===== src/sv/vaed_pkg.sv =====
// Package for the ADC event decoder: sizes, word codes, result types and helpers.
// Depends on nothing; every other file of the block imports it.
package vaed_pkg;

	localparam int MODULES         = 2;
	localparam int CHANNELS        = 32;
	localparam int STRIPS_PER_SIDE = 16;

	localparam int MOD_IDX_W = (MODULES > 1) ? $clog2(MODULES) : 1;
	localparam int WORD_W    = 16;
	localparam int CH_W      = 5;
	localparam int CNT_W     = 6;
	localparam int DLEN_W    = 10;

	localparam logic [WORD_W-1:0]   THR_RESET = 16'd100;
	localparam logic [CHANNELS-1:0] X_MASK    =
		CHANNELS'((64'd1 << STRIPS_PER_SIDE) - 64'd1);

	// top two bits of the high half of a 32-bit word
	localparam logic [1:0] TYPE_DATA = 2'b00;
	localparam logic [1:0] TYPE_HDR  = 2'b01;
	localparam logic [1:0] TYPE_EOE  = 2'b11;
	// bits 15:5 of a data event high half
	localparam logic [10:0] DATA_TAG = 11'h020;
	localparam logic [WORD_W-1:0] SEG_ID_ADC = 16'd1;

	localparam logic [1:0] KIND_DATA = 2'd0;
	localparam logic [1:0] KIND_MULT = 2'd1;
	localparam logic [1:0] KIND_ERR  = 2'd2;

	localparam logic [1:0] ERR_NONE      = 2'd0;
	localparam logic [1:0] ERR_BAD_HDR   = 2'd1;
	localparam logic [1:0] ERR_NOT_EVENT = 2'd2;
	localparam logic [1:0] ERR_UNKNOWN   = 2'd3;

	typedef enum logic [2:0] {
		PH_SIZE,
		PH_ID,
		PH_HDR_LO,
		PH_HDR_HI,
		PH_DAT_LO,
		PH_DAT_HI,
		PH_SKIP_LO,
		PH_SKIP_HI
	} phase_t;

	typedef logic [CNT_W-1:0] cnt_t;

	typedef struct packed {
		logic [1:0]        kind;
		logic              module_bit;
		logic [CH_W-1:0]   raw_channel;
		logic [CH_W-1:0]   strip_channel;
		logic [WORD_W-1:0] adc_value;
		cnt_t              x_hits;
		cnt_t              y_hits;
		logic [1:0]        error_code;
		logic              end_mark;
	} result_t;

	// decoder to emitter: what one item produced
	typedef struct packed {
		logic                     rec_v;
		result_t                  rec;
		logic                     mult_v;
		cnt_t [MODULES-1:0]       x_hits;
		cnt_t [MODULES-1:0]       y_hits;
	} dec_out_t;

	// 16-23 and 24-31 are mirrored within their group
	function automatic logic [CH_W-1:0] strip_of(input logic [CH_W-1:0] ch);
		logic [5:0] wide;
		wide = {1'b0, ch};
		if (ch >= 5'd24)
			return CH_W'(6'd55 - wide);
		else if (ch >= 5'd16)
			return CH_W'(6'd39 - wide);
		else
			return ch;
	endfunction

	function automatic cnt_t count_ones(input logic [CHANNELS-1:0] v);
		cnt_t n;
		n = '0;
		for (int i = 0; i < CHANNELS; i++)
			n = n + cnt_t'(v[i]);
		return n;
	endfunction

endpackage


===== src/sv/vaed_if.sv =====
// Channel interfaces of the ADC event decoder: word input, result output, config.
// Depends on vaed_pkg.
interface vaed_in_if import vaed_pkg::*; ();
	logic              valid;
	logic              ready;
	logic [WORD_W-1:0] raw_word;
	logic              last_word;

	modport source (output valid, raw_word, last_word, input ready);
	modport sink   (input valid, raw_word, last_word, output ready);
endinterface

interface vaed_out_if import vaed_pkg::*; ();
	logic              valid;
	logic              ready;
	logic [1:0]        kind;
	logic              module_bit;
	logic [CH_W-1:0]   raw_channel;
	logic [CH_W-1:0]   strip_channel;
	logic [WORD_W-1:0] adc_value;
	logic [CNT_W-1:0]  x_hits;
	logic [CNT_W-1:0]  y_hits;
	logic [1:0]        error_code;
	logic              end_mark;

	modport source (output valid, kind, module_bit, raw_channel, strip_channel, adc_value,
		x_hits, y_hits, error_code, end_mark, input ready);
	modport sink   (input valid, kind, module_bit, raw_channel, strip_channel, adc_value,
		x_hits, y_hits, error_code, end_mark, output ready);
endinterface

interface vaed_cfg_if import vaed_pkg::*; ();
	logic              valid;
	logic              ready;
	logic [WORD_W-1:0] hit_threshold;

	modport source (output valid, hit_threshold, input ready);
	modport sink   (input valid, hit_threshold, output ready);
endinterface


===== src/sv/vaed_decoder.sv =====
// Segment parser and hit store: decodes one registered word per advance.
// Depends on vaed_pkg.
module vaed_decoder import vaed_pkg::*; (
	input  logic              clk,
	input  logic              arst_n,
	input  logic              adv,
	input  logic [WORD_W-1:0] word,
	input  logic              last,
	input  logic [WORD_W-1:0] thr,
	output dec_out_t          dout
);

	phase_t                           phase_q, phase_n;
	logic [WORD_W-1:0]                seg_left_q, seg_n;
	logic                             seg_adc_q, adc_n;
	logic [WORD_W-1:0]                low_half_q, low_n;
	logic [DLEN_W-1:0]                data_left_q, data_n;
	logic                             cur_mod_q, cur_n;
	logic [MODULES-1:0][CHANNELS-1:0] hits_q, hits_n, hits_upd;

	logic [WORD_W-1:0] seg_dec;
	logic [DLEN_W-1:0] data_dec;
	logic [1:0]        wtype;
	logic [CH_W-1:0]   ch, st;
	logic              hdr_ok, dat_ok;
	logic [MOD_IDX_W-1:0] mi;
	phase_t            done_ph;

	assign seg_dec  = (phase_q != PH_SIZE && seg_left_q != '0) ? seg_left_q - 16'd1
		: seg_left_q;
	assign data_dec = data_left_q - 10'd1;
	assign wtype    = word[15:14];
	assign ch       = word[CH_W-1:0];
	assign st       = strip_of(ch);
	assign hdr_ok   = (wtype == TYPE_HDR);
	assign dat_ok   = (word[15:5] == DATA_TAG);
	assign mi       = (MODULES == 1) ? '0 : MOD_IDX_W'(cur_mod_q);
	// where a finished pair or block goes next
	assign done_ph  = (seg_dec == '0) ? PH_SIZE : (seg_adc_q ? PH_HDR_LO : PH_SKIP_LO);

	// next state
	always_comb begin
		phase_n = phase_q;
		seg_n   = seg_dec;
		adc_n   = seg_adc_q;
		low_n   = low_half_q;
		data_n  = data_left_q;
		cur_n   = cur_mod_q;
		unique case (phase_q)
			PH_SIZE: begin
				seg_n   = (word != '0) ? word - 16'd1 : '0;
				phase_n = PH_ID;
			end
			PH_ID: begin
				adc_n   = (word == SEG_ID_ADC);
				phase_n = (seg_dec == '0) ? PH_SIZE
					: ((word == SEG_ID_ADC) ? PH_HDR_LO : PH_SKIP_LO);
			end
			PH_HDR_LO: begin
				low_n   = word;
				phase_n = PH_HDR_HI;
			end
			PH_DAT_LO: begin
				low_n   = word;
				phase_n = PH_DAT_HI;
			end
			PH_SKIP_LO: begin
				low_n   = word;
				phase_n = PH_SKIP_HI;
			end
			PH_HDR_HI: begin
				if (hdr_ok) begin
					cur_n   = word[0];
					data_n  = low_half_q[DLEN_W-1:0];
					phase_n = (low_half_q[DLEN_W-1:0] == '0) ? done_ph : PH_DAT_LO;
				end else begin
					phase_n = done_ph;
				end
			end
			PH_DAT_HI: begin
				data_n  = data_dec;
				phase_n = (data_dec == '0) ? done_ph : PH_DAT_LO;
			end
			PH_SKIP_HI: begin
				phase_n = done_ph;
			end
		endcase
		hits_n = hits_upd;
		if (last) begin
			phase_n = PH_SIZE;
			seg_n   = '0;
			adc_n   = 1'b0;
			low_n   = '0;
			data_n  = '0;
			cur_n   = 1'b0;
			hits_n  = '0;
		end
	end

	// outputs and hit store update
	always_comb begin
		dout     = '0;
		hits_upd = hits_q;
		if (phase_q == PH_HDR_HI && !hdr_ok) begin
			dout.rec_v          = 1'b1;
			dout.rec.kind       = KIND_ERR;
			dout.rec.error_code = ERR_BAD_HDR;
		end
		if (phase_q == PH_DAT_HI) begin
			unique case (wtype)
				TYPE_DATA: begin
					dout.rec_v = 1'b1;
					if (dat_ok) begin
						dout.rec.kind          = KIND_DATA;
						dout.rec.module_bit    = cur_mod_q;
						dout.rec.raw_channel   = ch;
						dout.rec.strip_channel = st;
						dout.rec.adc_value     = low_half_q;
						hits_upd[mi][st]       = (low_half_q > thr);
					end else begin
						dout.rec.kind       = KIND_ERR;
						dout.rec.error_code = ERR_NOT_EVENT;
					end
				end
				TYPE_EOE: begin
				end
				default: begin
					dout.rec_v          = 1'b1;
					dout.rec.kind       = KIND_ERR;
					dout.rec.error_code = ERR_UNKNOWN;
				end
			endcase
		end
		dout.mult_v = last;
		for (int m = 0; m < MODULES; m++) begin
			dout.x_hits[m] = count_ones(hits_upd[m] & X_MASK);
			dout.y_hits[m] = count_ones(hits_upd[m] & ~X_MASK);
		end
	end

	always_ff @(posedge clk or negedge arst_n) begin
		if (!arst_n) begin
			phase_q     <= PH_SIZE;
			seg_left_q  <= '0;
			seg_adc_q   <= 1'b0;
			low_half_q  <= '0;
			data_left_q <= '0;
			cur_mod_q   <= 1'b0;
			hits_q      <= '0;
		end else if (adv) begin
			phase_q     <= phase_n;
			seg_left_q  <= seg_n;
			seg_adc_q   <= adc_n;
			low_half_q  <= low_n;
			data_left_q <= data_n;
			cur_mod_q   <= cur_n;
			hits_q      <= hits_n;
		end
	end

endmodule


===== src/sv/vaed_emitter.sv =====
// Result register: holds one item's results; hands one out per out_ready cycle.
// Depends on vaed_pkg.
module vaed_emitter import vaed_pkg::*; (
	input  logic     clk,
	input  logic     arst_n,
	input  logic     load,
	input  dec_out_t din,
	input  logic     out_ready,
	output logic     out_valid,
	output result_t  out_res,
	output logic     free
);

	logic                 rec_v_q, mult_v_q;
	result_t              rec_q;
	logic [MOD_IDX_W-1:0] idx_q;
	cnt_t [MODULES-1:0]   xh_q, yh_q;

	logic idx_last, last_beat, take;

	assign idx_last  = (idx_q == MOD_IDX_W'(MODULES - 1));
	assign out_valid = rec_v_q | mult_v_q;
	assign last_beat = rec_v_q ? !mult_v_q : (mult_v_q && idx_last);
	assign take      = out_valid && out_ready;
	assign free      = !out_valid || (take && last_beat);

	always_comb begin
		if (rec_v_q) begin
			out_res          = rec_q;
			out_res.end_mark = !mult_v_q;
		end else begin
			out_res            = '0;
			out_res.kind       = KIND_MULT;
			out_res.module_bit = idx_q[0];
			out_res.x_hits     = xh_q[idx_q];
			out_res.y_hits     = yh_q[idx_q];
			out_res.end_mark   = idx_last;
		end
	end

	always_ff @(posedge clk or negedge arst_n) begin
		if (!arst_n) begin
			rec_v_q  <= 1'b0;
			mult_v_q <= 1'b0;
			idx_q    <= '0;
		end else if (load) begin
			rec_v_q  <= din.rec_v;
			mult_v_q <= din.mult_v;
			idx_q    <= '0;
		end else if (take) begin
			if (rec_v_q)
				rec_v_q <= 1'b0;
			else if (idx_last)
				mult_v_q <= 1'b0;
			else
				idx_q <= idx_q + 1'b1;
		end
	end

	// payload
	always_ff @(posedge clk) begin
		if (load) begin
			rec_q <= din.rec;
			xh_q  <= din.x_hits;
			yh_q  <= din.y_hits;
		end
	end

endmodule


===== src/sv/vme_adc_event_decoder.sv =====
// Top level of the multichannel ADC event decoder: input register, threshold
// register, parser and result register. Depends on vaed_pkg, vaed_if, vaed_decoder, vaed_emitter.
//
//  channel    | dir | payload                                    | handshake
//  -----------+-----+--------------------------------------------+-----------
//  word_ch    | in  | raw_word[15:0], last_word                  | valid/ready
//  result_ch  | out | kind, module_bit, raw/strip channel, value,| valid/ready
//             |     | x_hits, y_hits, error_code, end_mark       |
//  cfg_ch     | in  | hit_threshold[15:0]                        | valid/ready
//
// One word is taken per cycle while word_ch.ready is high. A word is held in the input
// register, is decoded there and moves into the result register once that is free.
// Words giving at most one result run back to back; the last word of an event
// gives up to 1 + MODULES results, and the result register holds the input
// stage until every extra result is taken. A stall on result_ch backs up
// into the input register and then drops word_ch.ready.
// Reset (arst_n low) clears parse state, hit store and threshold (to 100).
module vme_adc_event_decoder import vaed_pkg::*; (
	input  logic        clk,
	input  logic        arst_n,
	vaed_in_if.sink     word_ch,
	vaed_out_if.source  result_ch,
	vaed_cfg_if.sink    cfg_ch
);

	// input register
	logic              s1_v_q;
	logic [WORD_W-1:0] word_s1;
	logic              last_s1;

	logic [WORD_W-1:0] thr_q;

	dec_out_t dec_out;
	result_t  res;
	logic     emit_free, adv, res_valid;

	// the registered word moves on once the result register can take all it yields
	assign adv           = s1_v_q && emit_free;
	assign word_ch.ready = !s1_v_q || adv;

	// config is to be written only while idle; the block does not enforce it; always accept
	assign cfg_ch.ready  = 1'b1;

	always_ff @(posedge clk or negedge arst_n) begin
		if (!arst_n) begin
			s1_v_q <= 1'b0;
			thr_q  <= THR_RESET;
		end else begin
			if (word_ch.valid && word_ch.ready)
				s1_v_q <= 1'b1;
			else if (adv)
				s1_v_q <= 1'b0;
			if (cfg_ch.valid)
				thr_q <= cfg_ch.hit_threshold;
		end
	end

	always_ff @(posedge clk) begin
		if (word_ch.valid && word_ch.ready) begin
			word_s1 <= word_ch.raw_word;
			last_s1 <= word_ch.last_word;
		end
	end

	vaed_decoder u_decoder (
		.clk    (clk),
		.arst_n (arst_n),
		.adv    (adv),
		.word   (word_s1),
		.last   (last_s1),
		.thr    (thr_q),
		.dout   (dec_out)
	);

	vaed_emitter u_emitter (
		.clk       (clk),
		.arst_n    (arst_n),
		.load      (adv),
		.din       (dec_out),
		.out_ready (result_ch.ready),
		.out_valid (res_valid),
		.out_res   (res),
		.free      (emit_free)
	);

	assign result_ch.valid         = res_valid;
	assign result_ch.kind          = res.kind;
	assign result_ch.module_bit    = res.module_bit;
	assign result_ch.raw_channel   = res.raw_channel;
	assign result_ch.strip_channel = res.strip_channel;
	assign result_ch.adc_value     = res.adc_value;
	assign result_ch.x_hits        = res.x_hits;
	assign result_ch.y_hits        = res.y_hits;
	assign result_ch.error_code    = res.error_code;
	assign result_ch.end_mark      = res.end_mark;

`ifndef SYNTHESIS
	// an item's results come out without gaps
	a_no_gap: assert property (@(posedge clk) disable iff (!arst_n)
		result_ch.valid && result_ch.ready && !result_ch.end_mark |=> result_ch.valid)
		else $error("result gap inside one item");

	// last word of an event always leads to multiplicity results
	a_mult_out: assert property (@(posedge clk) disable iff (!arst_n)
		adv && dec_out.mult_v |=> result_ch.valid)
		else $error("multiplicity results not presented");

	// the last module's multiplicity closes the item
	a_mult_end: assert property (@(posedge clk) disable iff (!arst_n)
		result_ch.valid && result_ch.kind == KIND_MULT
		&& result_ch.module_bit == 1'(MODULES - 1) |-> result_ch.end_mark)
		else $error("final multiplicity without end mark");
`endif

endmodule


===== src/flat_wrapper.sv =====
// flat-port wrapper written by rule: the top's interface ports become plain ports
module vme_adc_event_decoder_flat import vaed_pkg::*;
  (clk, arst_n, word_ch_valid, word_ch_raw_word, word_ch_last_word, word_ch_ready, result_ch_valid, result_ch_kind, result_ch_module_bit, result_ch_raw_channel, result_ch_strip_channel, result_ch_adc_value, result_ch_x_hits, result_ch_y_hits, result_ch_error_code, result_ch_end_mark, result_ch_ready, cfg_ch_valid, cfg_ch_hit_threshold, cfg_ch_ready);
  vaed_in_if word_ch_i ();
  vaed_out_if result_ch_i ();
  vaed_cfg_if cfg_ch_i ();
  input  logic clk;
  input  logic arst_n;
  input wire logic [$bits(word_ch_i.valid)-1:0] word_ch_valid;
  input wire logic [$bits(word_ch_i.raw_word)-1:0] word_ch_raw_word;
  input wire logic [$bits(word_ch_i.last_word)-1:0] word_ch_last_word;
  output wire logic [$bits(word_ch_i.ready)-1:0] word_ch_ready;
  output wire logic [$bits(result_ch_i.valid)-1:0] result_ch_valid;
  output wire logic [$bits(result_ch_i.kind)-1:0] result_ch_kind;
  output wire logic [$bits(result_ch_i.module_bit)-1:0] result_ch_module_bit;
  output wire logic [$bits(result_ch_i.raw_channel)-1:0] result_ch_raw_channel;
  output wire logic [$bits(result_ch_i.strip_channel)-1:0] result_ch_strip_channel;
  output wire logic [$bits(result_ch_i.adc_value)-1:0] result_ch_adc_value;
  output wire logic [$bits(result_ch_i.x_hits)-1:0] result_ch_x_hits;
  output wire logic [$bits(result_ch_i.y_hits)-1:0] result_ch_y_hits;
  output wire logic [$bits(result_ch_i.error_code)-1:0] result_ch_error_code;
  output wire logic [$bits(result_ch_i.end_mark)-1:0] result_ch_end_mark;
  input wire logic [$bits(result_ch_i.ready)-1:0] result_ch_ready;
  input wire logic [$bits(cfg_ch_i.valid)-1:0] cfg_ch_valid;
  input wire logic [$bits(cfg_ch_i.hit_threshold)-1:0] cfg_ch_hit_threshold;
  output wire logic [$bits(cfg_ch_i.ready)-1:0] cfg_ch_ready;
  assign word_ch_i.valid = word_ch_valid;
  assign word_ch_i.raw_word = word_ch_raw_word;
  assign word_ch_i.last_word = word_ch_last_word;
  assign word_ch_ready = word_ch_i.ready;
  assign result_ch_valid = result_ch_i.valid;
  assign result_ch_kind = result_ch_i.kind;
  assign result_ch_module_bit = result_ch_i.module_bit;
  assign result_ch_raw_channel = result_ch_i.raw_channel;
  assign result_ch_strip_channel = result_ch_i.strip_channel;
  assign result_ch_adc_value = result_ch_i.adc_value;
  assign result_ch_x_hits = result_ch_i.x_hits;
  assign result_ch_y_hits = result_ch_i.y_hits;
  assign result_ch_error_code = result_ch_i.error_code;
  assign result_ch_end_mark = result_ch_i.end_mark;
  assign result_ch_i.ready = result_ch_ready;
  assign cfg_ch_i.valid = cfg_ch_valid;
  assign cfg_ch_i.hit_threshold = cfg_ch_hit_threshold;
  assign cfg_ch_ready = cfg_ch_i.ready;
  vme_adc_event_decoder u_core (.clk(clk), .arst_n(arst_n), .word_ch(word_ch_i), .result_ch(result_ch_i), .cfg_ch(cfg_ch_i));
endmodule

===== config.mk =====
export PLATFORM = sky130hd
export DESIGN_NAME = vme_adc_event_decoder_flat
export DESIGN_NICKNAME = d
export VERILOG_FILES = /design/src/sv/vaed_pkg.sv /design/src/sv/vaed_if.sv /design/src/sv/vaed_decoder.sv /design/src/sv/vaed_emitter.sv /design/src/sv/vme_adc_event_decoder.sv /design/src/flat_wrapper.sv
export SDC_FILE = /design/constraint.sdc
export NUM_CORES = 1
export LEC_CHECK = 0
export BUFFER_PORTS_ARGS = -buffer_cell sky130_fd_sc_hd__buf_2
export CORE_UTILIZATION = 45
export CTS_CLUSTER_DIAMETER = 120
export DETAILED_ROUTE_END_ITERATION = 10
export SLEW_MARGIN = 20
export SYNTH_ARGS = -nofsm -noshare
export SYNTH_HDL_FRONTEND = slang
export SYNTH_SLANG_ARGS = --single-unit

===== constraint.sdc =====
create_clock -name clk -period 5.2 [get_ports clk]
set_input_delay 0.78 -clock clk [delete_from_list [all_inputs] [get_ports clk]]
set_output_delay 0.78 -clock clk [all_outputs]
set_load 0.01 [all_outputs]

# Word level (Yosys, flattened, before mapping)

Index checks and enable logic that the tools add are counted.
Widths: inputs -> output; s select.

Register bits: 203
Input port bits: 38
Output and inout port bits: 47

$add $sub $neg: 66
$lt $le $gt $ge: 8
Equality and inequality tests: 13
Multiplexer cells: 62
Bitwise gates (word level): 1
Reductions and logical operators: 39

Operator list:

| kind                  | number |
|---|---|
| $mux 64               | 4 |
| $add 6x1->6           | 40 |
| $mux 16               | 6 |
| $bwmux 64             | 1 |
| $mux 27               | 2 |
| $mux 44               | 1 |
| $demux 32 s1          | 1 |
| $mux 32               | 1 |
| $reduce_bool 16->1    | 2 |
| $sub 16x1->16 const B | 2 |
| $mux 30               | 1 |
| $mux 3                | 9 |
| $add 5x1->6           | 4 |
| $mux 6                | 4 |
| $pmux 3 s8            | 1 |
| $add 4x1->5           | 4 |
| $logic_not 10->1      | 2 |
| $mux 1                | 20 |
| $mux 10               | 2 |
| $pmux 10 s2           | 1 |
| $add 3x1->4           | 4 |
| $eq 16x1->1 const B   | 1 |
| $gt 16x16->1          | 1 |
| $logic_not 16->1      | 1 |
| 35 further kinds      | 74 |

# Logic depth before layout (Yosys ltp)

Gate-level depths: netlist of run 1.

Depth in word-level cells: 28
Gate-level depth with buffers: 23
Depth with buffers taken out: 21

# Modules after synthesis

A second synthesis of run 1 with hierarchy kept.

Cell total of the unflattened synthesis: 1425
Area total of the unflattened synthesis: 13426.6 um^2

By module, submodules not included:

| module                | instances | cells each | area an instance (um^2) |
|---|---|---|---|
| vaed_decoder          | 1         | 1205       | 9527.9 |
| vaed_emitter          | 1         | 162        | 2673.8 |
| vme_adc_event_decoder | 1         | 58         | 1224.9 |

# Worst setup path before layout of run 1

Ideal clock, no wire load.

Path type: reg2reg
From: reg u_core.word_s1[5]
To: reg u_core.u_emitter.xh_q[2] in the netlist's numbering (data pin)
Library setup time: 258 ps
Arrival: 5255 ps
Data required time: 4942 ps
Path slack: -313 ps
Stages on the path, launching flop included: 17
Path buffers: 1
Cells stage by stage: edfxtp_1 or4_4 nor4_4 nand2_4 buf_2 nor3_1 mux2_2 fa_1 fa_1 fa_1 inv_1 fa_1 inv_1 ha_1 inv_1 fa_1 xnor2_1

RTL lines:

| item                   | line                        | source |
|---|---|---|
| from (decl)            | vme_adc_event_decoder.sv:28 | `logic [WORD_W-1:0] word_s1;` |
| from (signal assigned) | vme_adc_event_decoder.sv:60 | `word_s1 <= word_ch.raw_word;` |
| to (signal assigned)   | vaed_emitter.sv:64          | `xh_q <= din.x_hits;` |
| to (decl)              | vaed_emitter.sv:17          | `cnt_t [MODULES-1:0] xh_q, yh_q;` |

==> results of run 1 <==
-- per-stage QoR --
| stage | power [mW] | instances | TNS [ns] | hold slack (ns) |
|---|---|---|---|---|
| finish | 5.826 | 1854 | -0.8182 | 0.3935 |
| global route | 6.200 | 1854 | -3.710 | 0.4692 |
| CTS | 5.845 | 1849 | -1.068 | 0.4681 |
| detailed placement | 4.395 | 1805 | -1.512 | 0.4658 |
| floorplan | 3.580 | 1340 | -0.1274 | 0.4393 |
| global placement | 4.356 | 1805 | -0.4490 | 0.4597 |
-- per-layer routing --
metal | wire length, µm | up-vias | part of all wire [%]
met3 | 1615 | 23 | 4.8
met2 | 14840 | 264 | 44
met1 | 16570 | 5035 | 50
met4 | 338 | 0 | 1.0
li1 | - | 4950 | -
met5 | 0 | - | 0
-- what timing repair did --
item,in CTS,in global routing
cloned,2,1
setup endpoints to repair,16,16
pin swaps,14,7
buffers inserted,10,4
gates resized for setup,31,24
-- cells in the final DEF (no fill, tap or decap), drive strengths merged, types with 5 or more instances in the layout --
cell    netlist  final
nor4         18     18
fa           40     40
nor3b         8      8
or2           6      6
mux2i        35     35
or3           9      9
a21oi        82     82
a22o         16     16
nor2         86     86
xnor2        22     22
edfxtp       66     66
nand2b       14     15
and3         23     23
or4           5      5
clkbuf       75     17
o31ai        28     28
nor3         27     27
nand2       128    128
ha           45     45
buf          22    200
o21a          8      8
nand4         5      5
xor2         10     10
nand3        14     14
a31oi         9      9
dfrtp       128    128
inv          86     92
o21ai       180    180
mux2         47     47
nor2b        13     13
a21o          8      8
and2         35     35
-- worst paths after layout --
kind,cells past startpoint,slack (ns),endpoint
min in group clk,2,0.48,u_core.u_decoder.hits_q[8]
min,1,0.39,u_core.u_decoder.hits_q[47]
max,18,-0.12,u_core.u_emitter.xh_q[1]
min reg2reg,2,0.48,u_core.u_decoder.hits_q[8]
max reg2reg,18,-0.12,u_core.u_emitter.xh_q[1]
max in group asynchronous,2,3.72,u_core.u_decoder.hits_q[26]
-- power by group through the flow --
| stage | combinational [mW] | clock (mW) | sequential, mW |
|---|---|---|---|
| 3_5_place_dp | 2.15 | 0 | 2.25 |
| 5_1_grt | 2.47 | 1.46 | 2.27 |
| 2_1_floorplan | 1.43 | 0 | 2.15 |
| 3_3_place_gp | 2.11 | 0 | 2.24 |
| 4_1_cts | 2.21 | 1.41 | 2.22 |
| 6_report | 2.23 | 1.38 | 2.22 |
-- final cells by class --
class | count | area [µm²]
clock buffers | 17 | 425.4
fillers | 2515 | 12600
well taps | 378 | 473.0
inverters | 86 | 325.3
clock inverters | 15 | 180.2
repair buffers | 200 | 1476
flip-flops and latches | 197 | 5264
multi-input cells | 961 | 6958
-- cell usage after synthesis, drive strengths merged, types with 35 or more instances --
| cell type | number |
|---|---|
| clkbuf | 75 |
| ha | 45 |
| mux2 | 47 |
| o21ai | 180 |
| and2 | 35 |
| mux2i | 35 |
| dfrtp | 128 |
| inv | 86 |
| edfxtp | 66 |
| fa | 40 |
| nor2 | 86 |
| a21oi | 82 |
| nand2 | 128 |
-- cells by family (layout without fill, tap and decap cells) --
kind of cell / after synthesis / count (layout)
multiplexers: 82 / 82
XOR/XNOR: 32 / 32
flip-flops: 197 / 197
AO/OA/AOI/OAI: 356 / 356
AND/OR/NAND/NOR: 402 / 403
buffers and inverters: 183 / 318
adder cells (fa/ha/maj): 85 / 85
other: 2 / 3
-- sequential cells by signal (all words and copies together), names as in the netlist --
name	cells
u_core.u_decoder.hits_q	64
u_core.u_emitter.rec_q	29
u_core.thr_q	16
u_core.u_decoder.low_half_q	16
u_core.u_decoder.seg_left_q	16
u_core.word_s1	16
u_core.u_decoder.data_left_q	10
u_core.u_emitter.xh_q	10
u_core.u_emitter.yh_q	10
u_core.u_decoder.phase_q	3
u_core.last_s1	1
u_core.s1_v_q	1
u_core.u_decoder.cur_mod_q	1
u_core.u_decoder.seg_adc_q	1
u_core.u_emitter.idx_last	1
u_core.u_emitter.mult_v_q	1
u_core.u_emitter.rec_v_q	1
==> metrics.md, run 1 <==
| Metric | Value |
|---|---|
| Met2 Usage GRT | `36.51%` |
| FP Rows | `61` |
| GRT Overall Usage | `24.21%` |
| Fraction of layout cells with a size suffix above 1 | `24.66%` |
| Overall via count from detail_route | `10270` |
| Leakage | `6.725 nW` |
| Worst setup skew after layout | `0.01641 ns` |
| Maximum single-stage delay on the critical path | `0.60 ns` |
| Portion of netlist area occupied by mux cells | `6.945%` |
| Post-synthesis share of cell area spent on full adders, half adders and majority gates | `10.77%` |
| Layout Nets | `1586` |
| Status | `complete, but fails checks` |
| Synthesized area per cell | `9.458 µm²` |
| Clk_lat worst skew | `0.45 ns` |
| Sequential cell area fraction in the yosys report | `41.56%` |
| Fraction of the mapped netlist area in compound gates | `16.15%` |
| Clock transition at the registers of the reported paths | `0.08 ns` |
| Distinct cell type count after synthesis | `72` |
| Antenna Violating Nets Remaining | `0` |
| Post-detailed-route wirelength per cell | `17.99 µm` |
| Combinational family with the most area after synthesis | `simple AND/OR/NAND/NOR gates` |
| Pin slew with the least headroom to its limit | `0.9686 ns` |
| Initial cell density of the core | `45.71%` |
| Post-layout minimum cycle time | `5.316 ns` |
| Ys async rst share | `66.50%` |
| Number of storage elements in the synthesis netlist | `197` |
| Critical Path Source | `u_core.word_s1[5]` |
| Leading area contributor after synthesis | `sky130_fd_sc_hd__dfrtp_1` |
| Kind of cell adding the most delay to the critical path | `adder cells` |
| Number of failing setup endpoints in the final timing report | `13` |
| Count of inserted antenna diode cells | `0` |
| Number of buffer cells added on primary ports | `81` |
| Floorplan die width | `169.8 µm` |
| Violations in the final reports | `setup timing` |
| Area of the die | `28820 µm²` |
| Remaining DRCs | `0` |
| Worst EP arrival | `5.52 ns` |
| Top-level port count | `85` |
| CTS tree | `yes` |
| Power share of the clock group | `23.6%` |
| Switching power | `2.338 mW` |
| Fraction of post-synthesis cell area in the top cell type by area | `25.29%` |
| Layout overhead on the synthesized area | `19.25%` |
| Routed WL | `33360 µm` |
| Final weighted congestion of routability-driven global placement | `0.9134` |
| Cell types occupying the most area after synthesis | `sky130_fd_sc_hd__dfrtp_1 (25%), sky130_fd_sc_hd__edfxtp_1 (16%), sky130_fd_sc_hd__fa_1 (6.3%)` |
| Global Route met3 Usage | `3.545%` |
| Fin. Hold Viols | `0` |
| Critical path fanouts, max | `10` |
| EDFF count, synth | `66` |
| Number of buffers inserted for hold repair after clock tree synthesis | `0` |
| Max-slew headroom at the worst pin | `35.42%` |
| Internal power summed over all cells | `3.488 mW` |
| Root Buffer | `sky130_fd_sc_hd__clkbuf_16` |
| Placement Cell Area | `14140 µm²` |
| Post-route design area | `15100 µm²` |
| Area of the mapped netlist | `12660 µm²` |
| Switching part of the total | `40.13%` |
| GRT busiest layer | `met2` |
| Share of synthesized cell area in and, or, nand and nor gates | `16.49%` |
| Largest net degree at the start of global routing | `98` |
| First-iteration detailed-routing DRC count | `860` |
| Count of H-tree levels built during CTS | `4` |
| Critical setup path kind | `register to register` |
| Utilization after layout | `54.51%` |
| Share of the cycle needed by the critical path after routing | `102.2%` |
| Vertical die dimension | `169.8 µm` |
| Setup crit start kind | `register` |
| Fraction of power consumed by combinational cells | `38.3%` |
| Startpoint of the lowest-slack register-to-register path | `u_core.word_s1[5]` |
| Final Max Slew Viols | `0` |
| Clock Sink Count | `197` |
| RSZ-0062 raised after global routing | `true` |
| TritonCTS buffer count | `17` |
| Initial antenna violation count | `0` |
| Placement-stage worst setup slack | `-0.1663 ns` |
| Max-Cap Viols | `0` |
| First-pass GRT wire length | `54050 µm` |
| Global Route met1 Usage | `36.50%` |
| Instance count of the mapped netlist | `1339` |
| Power Dens Cells | `385.8 nW/µm²` |
| Number of global-route vias before repair | `9874` |
| XOR/XNOR share of the synthesized area | `2.213%` |
| Detailed placer's ending HPWL | `23510 µm` |
| Grt ovf | `0` |
| Buf+Inv Stages, Crit Path | `6` |
| Iteration count of the initial detailed-routing pass | `6` |
| Worst setup margin | `-0.1161 ns` |
| Class of the tightest hold or removal check | `input pin to asynchronous set/reset pin` |
| Peak supply drop | `0.0002803 V` |
| Peak clock frequency supported by timing | `188.1 MHz` |
| Data required time at the worst endpoint | `5.41 ns` |
| Yosys warning total | `0` |
| Core ar. | `27710 µm²` |
| Type of destination of the critical path | `register` |
| CP Cell Sequence | `or4_4 -> nor4_4 -> buf_6 -> nand2_4 -> nor3_4 -> buf_12 -> nand2_2 -> mux2_4 -> fa_1 -> fa_2 -> fa_1 -> inv_1 -> fa_1 -> inv_1 -> ha_2 -> inv_2 -> fa_2 -> inv_1` |
| Vias per std cell | `5.540` |
| Main synth FF type | `sky130_fd_sc_hd__dfrtp_1` |
| Highest-delay cell along the critical path | `sky130_fd_sc_hd__fa_2` |
| CTS Buffer Depth | `2` |
| Sequential share of power | `38.1%` |
Note: power is estimated with default switching activity, not from simulation.
==> inputs of run 2 (changes only) <==
--- a/config.mk
+++ b/config.mk
@@ -5,6 +5,7 @@
 export SDC_FILE = /design/constraint.sdc
 export NUM_CORES = 1
 export LEC_CHECK = 0
+export ABC_AREA = 1
 export BUFFER_PORTS_ARGS = -buffer_cell sky130_fd_sc_hd__buf_2
 export CORE_UTILIZATION = 45
 export CTS_CLUSTER_DIAMETER = 120
==> run 2 against run 1 <==
- count of clock-buffer cells in the layout up 2
- power up 9.7%
- the flow now finishes without violations
- largest cell class unchanged
- sequential cell count did not move
- critical path depth increased by 2
- utilization is 1.3 points lower
==> metrics.md, run 2 <==
| Metric | Value |
|---|---|
| Final Total Pwr | `6.390 mW (was 5.826 mW)` |
| Count of inserted antenna diode cells | `0 (unchanged)` |
| Max FFs per register | `64 (unchanged)` |
| Leakage | `7.180 nW (was 6.725 nW)` |
| First-iteration detailed-routing DRC count | `683 (was 860)` |
| Clock Sink Count | `197 (unchanged)` |
| Class of the tightest hold or removal check | `input pin to asynchronous set/reset pin (unchanged)` |
| Peak supply drop | `0.0003067 V (was 0.0002803 V)` |
| Area of the mapped netlist | `12720 µm² (was 12660 µm²)` |
| CP Cell Sequence | `buf_4 -> xnor2_2 -> inv_1 -> nand2_1 -> inv_1 -> nand2_1 -> nor2_1 -> or2_2 -> nand2_1 -> fa_2 -> fa_1 -> inv_1 -> fa_1 -> inv_1 -> fa_1 -> inv_1 -> ha_2 -> inv_1 -> fa_2 -> inv_1 (was or4_4 -> nor4_4 -> buf_6 -> nand2_4 -> nor3_4 -> buf_12 -> nand2_2 -> mux2_4 -> fa_1 -> fa_2 -> fa_1 -> inv_1 -> fa_1 -> inv_1 -> ha_2 -> inv_2 -> fa_2 -> inv_1)` |
| Worst R2R Path Depth | `20 (was 18)` |
| Kind of cell adding the most delay to the critical path | `adder cells (unchanged)` |
| Type of destination of the critical path | `register (unchanged)` |
| Data required time at the worst endpoint | `5.42 ns (was 5.41 ns)` |
| Max-slew headroom at the worst pin | `32.91% (was 35.42%)` |
| Pin slew with the least headroom to its limit | `1.006 ns (was 0.9686 ns)` |
| Number of instances in the placed design | `2087 (was 1805)` |
| Smallest hold slack | `0.2692 ns (was 0.3935 ns)` |
| Remaining DRCs | `0 (unchanged)` |
| Most used standard cell by instance count after synthesis | `sky130_fd_sc_hd__nand2_1 (was sky130_fd_sc_hd__o21ai_0)` |
| CTS tree | `yes (unchanged)` |
| CTS Buffer Depth | `2 (unchanged)` |
| Post-Layout Cell Count | `2133 (was 1854)` |
| Combinational family with the most area after synthesis | `simple AND/OR/NAND/NOR gates (unchanged)` |
| Status | `finished clean (was complete, but fails checks)` |
| Number of buffer cells added on primary ports | `81 (unchanged)` |
| Top-level port count | `85 (unchanged)` |
| Grt ovf | `0 (unchanged)` |
| RSZ-0062 raised after global routing | `true (unchanged)` |
| Post-layout minimum cycle time | `5.041 ns (was 5.316 ns)` |
| Fin. Hold Viols | `0 (unchanged)` |
| Detailed placer's ending HPWL | `23750 µm (was 23510 µm)` |
| Largest regs | `u_core.u_decoder.hits_q: 64 flops, u_core.u_emitter.rec_q: 29 flops (unchanged)` |
| Overall via count from detail_route | `10850 (was 10270)` |
| Highest-delay cell along the critical path | `sky130_fd_sc_hd__fa_2 (unchanged)` |
| Fraction of layout cells with a size suffix above 1 | `17.66% (was 24.66%)` |
| Largest net degree at the start of global routing | `71 (was 98)` |
| Portion of netlist area occupied by mux cells | `0.08854% (was 6.945%)` |
| Layout overhead on the synthesized area | `16.21% (was 19.25%)` |
| Critical path fanouts, max | `7 (was 10)` |
| Utilization after layout | `53.20% (was 54.51%)` |
| Commonest cells in the synthesized netlist | `sky130_fd_sc_hd__nand2_1 (466), sky130_fd_sc_hd__nor2_1 (243), sky130_fd_sc_hd__inv_1 (211) (was sky130_fd_sc_hd__o21ai_0 (150), sky130_fd_sc_hd__dfrtp_1 (128), sky130_fd_sc_hd__nand2_1 (125))` |
| Startpoint of the lowest-slack register-to-register path | `u_core.word_s1[4] (was u_core.word_s1[5])` |
| Synthesized area per cell | `7.727 µm² (was 9.458 µm²)` |
| Power Dens Cells | `432.3 nW/µm² (was 385.8 nW/µm²)` |
| Top library cells by usage in the layout, fill and taps aside | `sky130_fd_sc_hd__nand2_1 (450), sky130_fd_sc_hd__nor2_1 (216), sky130_fd_sc_hd__inv_1 (203) (was sky130_fd_sc_hd__o21ai_0 (148), sky130_fd_sc_hd__dfrtp_1 (128), sky130_fd_sc_hd__nand2_1 (120))` |
| Setup crit start kind | `register (unchanged)` |
| Number of failing setup endpoints in the final timing report | `0 (was 13)` |
| Vertical die dimension | `170.1 µm (was 169.8 µm)` |
| Most common cell after layout, fill and taps aside | `sky130_fd_sc_hd__nand2_1 (was sky130_fd_sc_hd__o21ai_0)` |
| Core ar. | `27780 µm² (was 27710 µm²)` |
| Final Max Slew Viols | `0 (unchanged)` |
| Maximum single-stage delay on the critical path | `0.51 ns (was 0.60 ns)` |
| Yosys warning total | `0 (unchanged)` |
| FP Rows | `61 (unchanged)` |
| Fraction of the mapped netlist area in compound gates | `8.716% (was 16.15%)` |
| Main synth FF type | `sky130_fd_sc_hd__dfrtp_1 (unchanged)` |
| Area of the die | `28940 µm² (was 28820 µm²)` |
| Vias per std cell | `5.086 (was 5.540)` |
| Count of H-tree levels built during CTS | `4 (unchanged)` |
| Floorplan die width | `170.1 µm (was 169.8 µm)` |
| Critical Path Source | `u_core.word_s1[4] (was u_core.word_s1[5])` |
| Clock transition at the registers of the reported paths | `0.08 ns (about the same)` |
| Initial cell density of the core | `45.78% (was 45.71%)` |
| Share of synthesized cell area in and, or, nand and nor gates | `28.33% (was 16.49%)` |
| Fraction of post-synthesis cell area in the top cell type by area | `25.18% (was 25.29%)` |
| Leading area contributor after synthesis | `sky130_fd_sc_hd__dfrtp_1 (unchanged)` |
| Worst setup skew after layout | `0.01566 ns (was 0.01641 ns)` |
| First-pass GRT wire length | `52780 µm (was 54050 µm)` |
| Sequential cell area fraction in the yosys report | `41.39% (was 41.56%)` |
| Number of storage elements in the synthesis netlist | `197 (unchanged)` |
| Routed WL | `32960 µm (was 33360 µm)` |
| Root Buffer | `sky130_fd_sc_hd__clkbuf_16 (unchanged)` |
| GRT Overall Usage | `23.56% (was 24.21%)` |
| Post-detailed-route wirelength per cell | `15.45 µm (was 17.99 µm)` |
| Setup Total Neg Slack | `0 ns (was -0.8182 ns)` |
| EDFF count, synth | `66 (unchanged)` |
| Buf+Inv Stages, Crit Path | `8 (was 6)` |
| Clk_lat worst skew | `0.46 ns (was 0.45 ns)` |
| Critical path depth | `20 (was 18)` |
| XOR/XNOR share of the synthesized area | `1.859% (was 2.213%)` |
| Layout Nets | `1865 (was 1586)` |
| Worst EP arrival | `5.26 ns (was 5.52 ns)` |
| Instance count of the mapped netlist | `1646 (was 1339)` |
| Final weighted congestion of routability-driven global placement | `0.8631 (was 0.9134)` |
| Antenna Violating Nets Remaining | `0 (unchanged)` |
| Share of the cycle needed by the critical path after routing | `96.95% (was 102.2%)` |
| Cell types occupying the most area after synthesis | `sky130_fd_sc_hd__dfrtp_1 (25%), sky130_fd_sc_hd__edfxtp_1 (16%), sky130_fd_sc_hd__nand2_1 (14%) (was sky130_fd_sc_hd__dfrtp_1 (25%), sky130_fd_sc_hd__edfxtp_1 (16%), sky130_fd_sc_hd__fa_1 (6.3%))` |
| TritonCTS buffer count | `17 (unchanged)` |
| Most flops, register | `u_core.u_decoder.hits_q (unchanged)` |
| Distinct cell type count after synthesis | `50 (was 72)` |
| Peak clock frequency supported by timing | `198.4 MHz (was 188.1 MHz)` |
| Post-synthesis share of cell area spent on full adders, half adders and majority gates | `10.72% (was 10.77%)` |
| Critical setup path kind | `register to register (unchanged)` |
| Ys async rst share | `66.50% (unchanged)` |
| Worst path most repeated cell | `sky130_fd_sc_hd__inv_1` |
| Max-Cap Viols | `0 (unchanged)` |
| Number of global-route vias before repair | `10100 (was 9874)` |
| Iteration count of the initial detailed-routing pass | `5 (was 6)` |
| Initial antenna violation count | `0 (unchanged)` |
run 2: metrics by stage:
step	worst slack, ns	cell area, µm²
floorplan	0.03849	12730
global placement	0.08256	13660
detailed placement	0.03395	13660
CTS	0.02008	14250
global route	-0.05211	14780
finish	0.1587	14780
run 2: cell families after synthesis:
group	Yosys count
xor+xnor	27
other cells	2
buf+inv	286
fa+ha+maj	85
flops	197
mux	1
simple gates	857
compound gates	191
run 2: path summary, 6_finish.rpt:
path	to	slack, ns
max	u_core.u_emitter.xh_q[1]	0.16
min	u_core.u_decoder.seg_left_q[11]	0.27
max reg2reg	u_core.u_emitter.xh_q[1]	0.16
min reg2reg	u_core.u_decoder.hits_q[12]	0.48
max in group asynchronous	u_core.u_emitter.rec_v_q	3.83
min in group clk	u_core.u_decoder.hits_q[12]	0.48
run 2: power by group:
group,total [mW],switching [mW],internal (mW)
Combinational,2.82,1.90,0.920
Clock,1.36,0.665,0.694
Sequential,2.21,0.230,1.98
Total,6.39,2.79,3.60
run 2: layer usage:
layer / track usage [%] / share of wire, %
met5: 0 / 0
met4: 5.523 / 1.1
met3: 4.326 / 5.1
met2: 34.75 / 44
met1: 35.55 / 50
run 2: what timing repair did:
action                     in CTS  in global routing
setup endpoints to repair       0                 16
gates resized for setup         0                109
setup buffers                   0                 11
hold buffers                    0                  0
run 2: cell type report:
class,count,area [µm²]
fill,2664,13000
multi-input combinational,1165,6696
sequential,197,5266
timing repair buffer,133,877.1
inverter,228,868.3
clock buffer,19,475.5
tap,378,473.0
clock inverter,13,123.9
==> inputs of run 3 (changes only) <==
--- a/config.mk
+++ b/config.mk
@@ -7,7 +7,8 @@
 export LEC_CHECK = 0
 export ABC_AREA = 1
 export BUFFER_PORTS_ARGS = -buffer_cell sky130_fd_sc_hd__buf_2
-export CORE_UTILIZATION = 45
+export CAP_MARGIN = 20
+export CORE_UTILIZATION = 30
 export CTS_CLUSTER_DIAMETER = 120
 export DETAILED_ROUTE_END_ITERATION = 10
 export SLEW_MARGIN = 20
==> run 3 against run 2 <==
- worst hold slack gained 0.15 ns
- fmax down 2.0%
- sequential power hardly changed
- first-iteration DRC count increased by 16%
- non-clock buffer count up 7
- critical path depth up 2
- via count increased by 0.53%
==> metrics.md, run 3 (synthesized netlist as in run 2, its figures left out) <==
| Metric | Value |
|---|---|
| Status | `finished clean (unchanged)` |
| Top-level port count | `85 (unchanged)` |
| Clock Sink Count | `197 (unchanged)` |
| TritonCTS buffer count | `17 (unchanged)` |
| Largest net degree at the start of global routing | `94 (was 71)` |
| Peak clock frequency supported by timing | `194.3 MHz (was 198.4 MHz)` |
| Maximum single-stage delay on the critical path | `0.53 ns (was 0.51 ns)` |
| Kind of cell adding the most delay to the critical path | `adder cells (unchanged)` |
| Critical path depth | `22 (was 20)` |
| Initial cell density of the core | `30.39% (was 45.78%)` |
| Detailed placer's ending HPWL | `24800 µm (was 23750 µm)` |
| FP Rows | `75 (was 61)` |
| Clk_lat worst skew | `0.45 ns (was 0.46 ns)` |
| Routed WL | `34530 µm (was 32960 µm)` |
| Switching part of the total | `42.99% (was 43.74%)` |
| Vias per std cell | `4.741 (was 5.086)` |
| Max-Cap Viols | `0 (unchanged)` |
| Area of the die | `43220 µm² (was 28940 µm²)` |
| Remaining DRCs | `0 (unchanged)` |
| Smallest hold slack | `0.4183 ns (was 0.2692 ns)` |
| First-pass GRT wire length | `55740 µm (was 52780 µm)` |
| First-iteration detailed-routing DRC count | `790 (was 683)` |
| Initial antenna violation count | `0 (unchanged)` |
| Core ar. | `41850 µm² (was 27780 µm²)` |
| Worst R2R Path Depth | `22 (was 20)` |
| Final weighted congestion of routability-driven global placement | `0.8785 (was 0.8631)` |
| Layout overhead on the synthesized area | `18.03% (was 16.21%)` |
| Root Buffer | `sky130_fd_sc_hd__clkbuf_16 (unchanged)` |
| Final Max Slew Viols | `0 (unchanged)` |
| GRT Overall Usage | `16.14% (was 23.56%)` |
| Worst setup skew after layout | `0.01588 ns (was 0.01566 ns)` |
| Count of inserted antenna diode cells | `0 (unchanged)` |
| Switching power | `2.817 mW (was 2.795 mW)` |
| RSZ-0062 raised after global routing | `true (unchanged)` |
| Type of destination of the critical path | `register (unchanged)` |
| Utilization after layout | `35.87% (was 53.20%)` |
| Fraction of layout cells with a size suffix above 1 | `17.09% (was 17.66%)` |
| Most common cell after layout, fill and taps aside | `sky130_fd_sc_hd__nand2_1 (unchanged)` |
| Number of global-route vias before repair | `10660 (was 10100)` |
| Floorplan die width | `207.9 µm (was 170.1 µm)` |
| Antenna Violating Nets Remaining | `0 (unchanged)` |
| Number of failing setup endpoints in the final timing report | `0 (unchanged)` |
| Clock transition at the registers of the reported paths | `0.07 ns (was 0.08 ns)` |
| Pin slew with the least headroom to its limit | `0.9508 ns (was 1.006 ns)` |
| CTS Buffer Depth | `2 (unchanged)` |
| Number of buffers inserted for hold repair after clock tree synthesis | `0 (unchanged)` |
| Layout Nets | `1871 (was 1865)` |
| Setup crit start kind | `register (unchanged)` |
| Top library cells by usage in the layout, fill and taps aside | `sky130_fd_sc_hd__nand2_1 (457), sky130_fd_sc_hd__nor2_1 (213), sky130_fd_sc_hd__inv_1 (204) (was sky130_fd_sc_hd__nand2_1 (450), sky130_fd_sc_hd__nor2_1 (216), sky130_fd_sc_hd__inv_1 (203))` |
| Post-layout minimum cycle time | `5.146 ns (was 5.041 ns)` |
| Most flops, register | `u_core.u_decoder.hits_q (unchanged)` |
| Peak supply drop | `0.0002924 V (was 0.0003067 V)` |
| Max FFs per register | `64 (unchanged)` |
| Sequential share of power | `33.7% (was 34.6%)` |
| Largest regs | `u_core.u_decoder.hits_q: 64 flops, u_core.u_emitter.rec_q: 29 flops (unchanged)` |
| Overall via count from detail_route | `10910 (was 10850)` |
| Fin. Hold Viols | `0 (unchanged)` |
| Iteration count of the initial detailed-routing pass | `5 (unchanged)` |
| Fraction of power consumed by combinational cells | `44.7% (was 44.1%)` |
| Post-detailed-route wirelength per cell | `15.01 µm (was 15.45 µm)` |
| Vertical die dimension | `207.9 µm (was 170.1 µm)` |
| Max-slew headroom at the worst pin | `36.61% (was 32.91%)` |
| Power share of the clock group | `21.6% (was 21.3%)` |
| Grt ovf | `0 (unchanged)` |
| CTS tree | `yes (unchanged)` |
| Register-to-Register Setup Slack | `0.05 ns (was 0.16 ns)` |
| Share of the cycle needed by the critical path after routing | `98.97% (was 96.95%)` |
| Class of the tightest hold or removal check | `input pin to asynchronous set/reset pin (unchanged)` |
| Highest-delay cell along the critical path | `sky130_fd_sc_hd__dfstp_2 (was sky130_fd_sc_hd__fa_2)` |
| Worst EP arrival | `5.35 ns (was 5.26 ns)` |
| Leakage | `7.252 nW (was 7.180 nW)` |
| Power Dens Cells | `436.6 nW/µm² (was 432.3 nW/µm²)` |
| Data required time at the worst endpoint | `5.40 ns (was 5.42 ns)` |
| Critical path fanouts, max | `7 (unchanged)` |
| Critical setup path kind | `register to register (unchanged)` |
| Count of H-tree levels built during CTS | `4 (unchanged)` |
| Buf+Inv Stages, Crit Path | `8 (unchanged)` |
| Number of buffer cells added on primary ports | `81 (unchanged)` |
| CP Cell Sequence | `inv_2 -> ha_1 -> nand2_1 -> inv_2 -> a221oi_2 -> o221ai_2 -> nand2_1 -> nand2_2 -> nand2_8 -> buf_12 -> buf_12 -> a21oi_2 -> fa_1 -> fa_1 -> fa_1 -> inv_2 -> fa_1 -> inv_1 -> ha_2 -> inv_2 -> fa_2 -> inv_1 (was buf_4 -> xnor2_2 -> inv_1 -> nand2_1 -> inv_1 -> nand2_1 -> nor2_1 -> or2_2 -> nand2_1 -> fa_2 -> fa_1 -> inv_1 -> fa_1 -> inv_1 -> fa_1 -> inv_1 -> ha_2 -> inv_1 -> fa_2 -> inv_1)` |
| Internal power summed over all cells | `3.737 mW (was 3.595 mW)` |
[run 3: cell types whose count changed in the layout (fill, tap and decap cells not counted), sizes merged, moves of 2 or more]
cell	delta
bufinv	+3
clkinvlp	-2
inv	-4
buf	+5
clkinv	+3
[run 3: repair_timing]
| item | CTS | global route |
|---|---|---|
| resized for setup | 3 | 85 |
| setup endpoints to repair | 5 | 16 |
| gates cloned | 1 | 3 |
| buffers inserted | 2 | 12 |
| pin swaps | 0 | 10 |
[run 3: per-stage QoR]
step	setup TNS [ns]	std cells	instance area, µm²	worst slack, ns	total power, mW
2_1_floorplan	0	1647	12730	0.03849	4.020
3_3_place_gp	0	2250	13880	0.1112	4.813
3_5_place_dp	-0.007079	2250	13880	-0.007079	4.853
4_1_cts	0	2285	14560	0.001175	6.336
5_1_grt	-1.239	2300	15010	-0.1907	6.995
6_report	0	2300	15010	0.05351	6.554
[run 3: worst paths after layout]
kind | from | endpoint
max | u_core.thr_q[2] | u_core.u_emitter.xh_q[7]
min | arst_n | u_core.thr_q[11]
max reg2reg | u_core.thr_q[2] | u_core.u_emitter.xh_q[7]
min reg2reg | u_core.u_decoder.hits_q[15] | u_core.u_decoder.hits_q[15]
max in group asynchronous | arst_n | u_core.u_decoder.hits_q[20]
min in group clk | u_core.u_decoder.hits_q[15] | u_core.u_decoder.hits_q[15]
[run 3: cell type report]
type / count / area (µm²)
multi-input cells: 1164 / 6606
inverters: 228 / 863.3
fillers: 4213 / 26840
clock buffers: 19 / 442.9
clock inverters: 13 / 171.4
flip-flops and latches: 197 / 5264
well taps: 539 / 674.4
repair buffers: 140 / 989.7
[run 3: worst reg2reg max path, delay by kind of cell, from the launching register on]
| kind | cells | cell delay (ns) |
|---|---|---|
| buf+inv | 8 | 0.54 |
| simple gates | 4 | 0.41 |
| fa+ha+maj | 7 | 2.93 |
| flops | 1 | 0.53 |
| compound gates | 3 | 0.50 |
[run 3: routing by layer]
metal / share of wire [%] / GRT usage (%) / vias up / routed length [µm]
met3: 4.0 / 2.234 / 43 / 1364
met5: 0 / 0 / - / 0
met4: 2.4 / 5.083 / 0 / 832
met1: 45 / 20.78 / 5211 / 15620
met2: 48 / 27.92 / 249 / 16710
li1: - / - / 5402 / -
[run 3: power by group through the flow]
stage / clock, mW / sequential, mW / combinational (mW)
2_1_floorplan: 0 / 2.15 / 1.87
3_3_place_gp: 0 / 2.23 / 2.58
3_5_place_dp: 0 / 2.23 / 2.63
4_1_cts: 1.45 / 2.20 / 2.69
5_1_grt: 1.50 / 2.25 / 3.25
6_report: 1.41 / 2.21 / 2.93
